$ cat src/design/swsk_pkg.sv
`default_nettype none
package swsk_pkg;
  localparam int CordicStepsDef = 16;
  localparam int TableLen = 24;
  localparam int InW = 16;
  localparam int AngW = 16;
  localparam int SpdW = 24;
  localparam int CfgIdxW = 2;
  localparam int CfgDataW = 16;
  // Corner vector components span 30 bits signed; the CORDIC datapath is 33 bits wide.
  localparam int VecW = 30;
  localparam int CxW = 33;
  localparam int ZW = 34;
  localparam int SqW = 60;
  localparam int RootW = 30;

  typedef enum logic [CfgIdxW-1:0] {
    CFG_HALF_TRACK  = 2'd0,
    CFG_AXLE_OFFSET = 2'd1,
    CFG_DEADBAND    = 2'd2
  } cfg_idx_t;

  typedef struct packed {
    logic signed [InW-1:0] lin_speed;
    logic signed [InW-1:0] turn_rate;
  } in_item_t;

  typedef struct packed {
    logic signed [AngW-1:0] angle_front_left;
    logic signed [AngW-1:0] angle_front_right;
    logic signed [AngW-1:0] angle_rear_left;
    logic signed [AngW-1:0] angle_rear_right;
    logic signed [SpdW-1:0] speed_front_left;
    logic signed [SpdW-1:0] speed_front_right;
    logic signed [SpdW-1:0] speed_rear_left;
    logic signed [SpdW-1:0] speed_rear_right;
    logic signed [SpdW-1:0] speed_mid_left;
    logic signed [SpdW-1:0] speed_mid_right;
  } out_item_t;

  typedef struct packed {
    logic                   zero;
    logic signed [VecW-1:0] vxl;
    logic signed [VecW-1:0] vxr;
    logic signed [VecW-1:0] ta;
  } job_t;

  function automatic logic signed [ZW-1:0] atan_fine(input int i);
    logic signed [ZW-1:0] t;
    case (i)
      0: t = 34'sd536870912;
      1: t = 34'sd316933406;
      2: t = 34'sd167458907;
      3: t = 34'sd85004756;
      4: t = 34'sd42667331;
      5: t = 34'sd21354465;
      6: t = 34'sd10679838;
      7: t = 34'sd5340245;
      8: t = 34'sd2670163;
      9: t = 34'sd1335087;
      10: t = 34'sd667544;
      11: t = 34'sd333772;
      12: t = 34'sd166886;
      13: t = 34'sd83443;
      14: t = 34'sd41722;
      15: t = 34'sd20861;
      16: t = 34'sd10430;
      17: t = 34'sd5215;
      18: t = 34'sd2608;
      19: t = 34'sd1304;
      20: t = 34'sd652;
      21: t = 34'sd326;
      22: t = 34'sd163;
      23: t = 34'sd81;
      default: t = '0;
    endcase
    return t;
  endfunction
endpackage
`default_nettype wire

$ cat src/design/swsk_fifo.sv
`default_nettype none
module swsk_fifo #(
  parameter int DEPTH = 2
) (
  input  wire logic            clk,
  input  wire logic            rst_n,
  input  wire logic            wr_valid,
  output logic                 wr_ready,
  input  wire swsk_pkg::job_t  wr_data,
  output logic                 rd_valid,
  input  wire logic            rd_ready,
  output swsk_pkg::job_t       rd_data
);
  import swsk_pkg::*;
  localparam int AW = (DEPTH > 1) ? $clog2(DEPTH) : 1;

  job_t          mem_r [DEPTH];
  logic [AW-1:0] wp_r;
  logic [AW-1:0] rp_r;
  logic [AW:0]   cnt_r;
  logic          wr;
  logic          rd;

  assign wr_ready = cnt_r != (AW+1)'(DEPTH);
  assign rd_valid = cnt_r != '0;
  assign wr = wr_valid && wr_ready;
  assign rd = rd_valid && rd_ready;
  assign rd_data = mem_r[rp_r];

  always_ff @(posedge clk) begin
    if (!rst_n) begin
      wp_r  <= '0;
      rp_r  <= '0;
      cnt_r <= '0;
    end else begin
      if (wr) wp_r <= (wp_r == AW'(DEPTH-1)) ? '0 : wp_r + 1'b1;
      if (rd) rp_r <= (rp_r == AW'(DEPTH-1)) ? '0 : rp_r + 1'b1;
      cnt_r <= cnt_r + (AW+1)'(wr) - (AW+1)'(rd);
    end
  end

  always_ff @(posedge clk) begin
    if (wr) mem_r[wp_r] <= wr_data;
  end
endmodule
`default_nettype wire

$ cat config.mk
export PLATFORM = sky130hd
export DESIGN_NAME = swsk_fifo
export DESIGN_NICKNAME = d
export VERILOG_FILES = /design/src/design/swsk_pkg.sv /design/src/design/swsk_fifo.sv
export SDC_FILE = /design/constraint.sdc
export NUM_CORES = 1
export LEC_CHECK = 0
export BUFFER_PORTS_ARGS = -buffer_cell sky130_fd_sc_hd__clkbuf_2
export CAP_MARGIN = 20
export CELL_PAD_IN_SITES_DETAIL_PLACEMENT = 0
export CELL_PAD_IN_SITES_GLOBAL_PLACEMENT = 2
export CORE_UTILIZATION = 35
export DETAILED_ROUTE_END_ITERATION = 12
export PLACE_DENSITY = 0.75
export SLEW_MARGIN = 20
export SYNTH_ARGS = -nofsm -noshare
export SYNTH_HDL_FRONTEND = slang
export SYNTH_SLANG_ARGS = --single-unit
$ cat constraint.sdc
create_clock -name clk -period 4.15 [get_ports clk]
set_input_delay 0.2075 -clock clk [delete_from_list [all_inputs] [get_ports clk]]
set_output_delay 0.2075 -clock clk [all_outputs]
set_load 0.02 [all_outputs]
==> results.cfg <==
[power_and_ir_drop]
clkPwrFrac_pct = 28.3
cell_internal_pwr_mw = 3.58
combPwrFrac_pct = 23.8
netSwitchingPower_mw = 1.42
switching_share_pct = 28.4
pwr_density_cell_mw_per_mm2 = 526
ir_drop_v = 0.000369
p_leak_nw = 3.60
pwr-share-seq_pct = 47.8

[clock_tree]
clock_sinks = 187
numCtsBuffers = 17
clk_pin_slew_worst_paths_ns = 0.06
htree_levels = 4
cts_resized = 0
clockBufferDepth = 2
insertion_delay_ns = 0.41
tritoncts = yes
hold_buffers = 91
post_cts_buffers = 0
root_buffer = clkbuf_16

[worst_setup_path]
crit_fanout = 41
reg2reg_depth = 3
cp-end-kind = output port
crit_arrival_ns = 2.22
critPathRequiredTime_ns = 3.94
path_class = reg2out
startpoint_type = flip-flop

[detailed_routing]
wl_per_cell_um = 15.0
drtIter0Drc = 185
drc = 0
wirelength_mm = 13.2
avgViaCountPerCell = 4.39
drt_pass1_iterations = 4
vias = 3852
ant_nets = 0

[synth]
synth.avg_cell_area_um2 = 22.0
syn-num-nets = 408
synth.distinct_cells = 24
yosys_warnings = 0
ys_ff_latch = 187
synthCells = 312
ys_seq_area_share_pct = 81.0
syn-cell-area_mm2 = 0.00687

[layout]
multi_input_area_mm2 = 0.00119
drive_above_1_share_pct = 51.5
fillers = 1627
num_antenna_cells = 0
layout.nets = 701
finalNonFillerCells = 877
area_growth_pct = 38.4
regArea_mm2 = 0.00557

[timing]
rsz0062_at_grt = false
drv_slew = 0
hold_viol = 0
period_needed_ns = 2.43
timing.final.crit_share_pct = 58.6
clock_skew_ns = 0.00717
tightest_slew_ns = 0.989
slew_headroom_pct = 34.1
setup_violations = 0
setup_tns_ns = 0
fmax_ghz = 0.411

[global_route]
grt_usage_pct = 13.4
grt_pass1_wl_mm = 20.4
grt_pass1_vias = 4086
grt_max_degree = 81
grt-ovfl-total = 0
antenna_found_initial = 0

[worst_hold_path]
hold_class = in2reg
hold_depth = 2

[floorplanning]
fp.coreArea_mm2 = 0.0190
die_h_um = 142
dieArea_mm2 = 0.0202
initial_utilization_pct = 36.2
io_pins = 188
rows = 50
die_w_um = 142

[place]
io_buffers = 187
gp_congestion = 0.734
placed_cells = 754
post-dp-hpwl_mm = 8.25

[status]
status = finished clean

[flow_run]
cap_violations = 0
## path summary, 6_finish.rpt
kind | start | endpoint | slack, ns
max | flip-flop | rd_data[55] | 1.72
min | rst_n | flip-flop | 0.1
max reg2reg | cnt_r[0] | mem_r[1][57] | 1.88
min reg2reg | rp_r | flip-flop | 0.58
## synthesized netlist by cell type, drive strengths merged
master    n  area [um^2]
ha        1         12.5
nand3b    1         7.51
dfxtp     5          100
and3      1         6.26
o21ai     2         10.0
nand2     1         3.75
nor2      2         7.51
edfxtp  182         5470
inv       1         3.75
a21boi    1         11.3
mux2     91         1020
a21bo     2         20.0
buf      10          113
xnor2     1         8.76
a211oi    1         7.51
nand2b    2         12.5
and2      3         18.8
nand3     1         5.00
mux2i     1         10.0
a32oi     1         8.76
or2       1         6.26
nor2b     1         6.26
## flip-flops by register name, summed over array words and instances (netlist names), named ones only
name	flops
wp_r	1
cnt_r	2
rp_r	1
mem_r	182
## cells in the final DEF (no fill, tap or decap), types with 2 or more instances in the layout
master,Yosys,routed
edfxtp_1,182,182
and2_1,3,3
nand2b_1,2,2
clkbuf_16,0,17
clkinv_2,0,7
nor2_1,2,2
clkbuf_2,0,187
clkbuf_1,0,2
inv_6,0,3
buf_4,0,5
dlygate4sd3_1,0,91
mux2_2,91,91
dfxtp_1,5,4
## kinds of logic (layout without fill, tap and decap cells)
logic type | after synthesis | in the layout | share of synthesized area [%]
compound gates | 7 | 7 | 0.838
xor+xnor | 1 | 1 | 0.128
fa+ha+maj | 1 | 1 | 0.182
buf+inv | 11 | 316 | 1.69
flops | 187 | 187 | 81.0
mux | 92 | 92 | 15.1
simple gates | 13 | 13 | 1.07
## worst max-delay path, stage by stage, from the launching register on
cell	delay (ns)
dfxtp_4	0.71
buf_12	0.31
buf_4	0.25
mux2_2	0.36
clkbuf_2	0.15
## routing by layer
metal,share of wire (%),track usage [%]
met5,0,0
met4,1.5,5.60
met3,4.5,3.16
met2,51,23.5
met1,43,15.8
## power groups by stage
| stage | sequential [mW] | combinational [mW] | clock [mW] |
|---|---|---|---|
| 4_1_cts | 2.44 | 1.16 | 1.46 |
| 3_3_place_gp | 2.47 | 1.08 | 0 |
| 2_1_floorplan | 2.38 | 0.843 | 0 |
| 6_report | 2.39 | 1.19 | 1.42 |
| 5_1_grt | 2.42 | 1.27 | 1.52 |
| 3_5_place_dp | 2.48 | 1.08 | 0 |
## layout make-up
class	instances	share of cell area (%)
Tap cell	260	3.42
Timing Repair Buffer	284	20.0
Sequential cell	187	58.6
Multi-Input combinational cell	114	12.5
Clock buffer	19	4.56
Inverter	1	0.0658
Clock inverter	12	0.777
## metrics by stage
step	instance area [um^2]	setup WS [ns]	power, mW	util, %	hold slack (ns)
floorplan	6870	0.777	3.23	-	0.306
global placement	8070	1.94	3.55	42.6	0.397
detailed placement	8070	1.85	3.57	42.6	0.400
CTS	9480	1.46	5.06	50.0	0.0809
global route	9500	1.57	5.21	50.1	0.117
finish	9500	1.72	5.00	50.1	0.0997
Note: power is estimated with default switching activity, not from simulation.
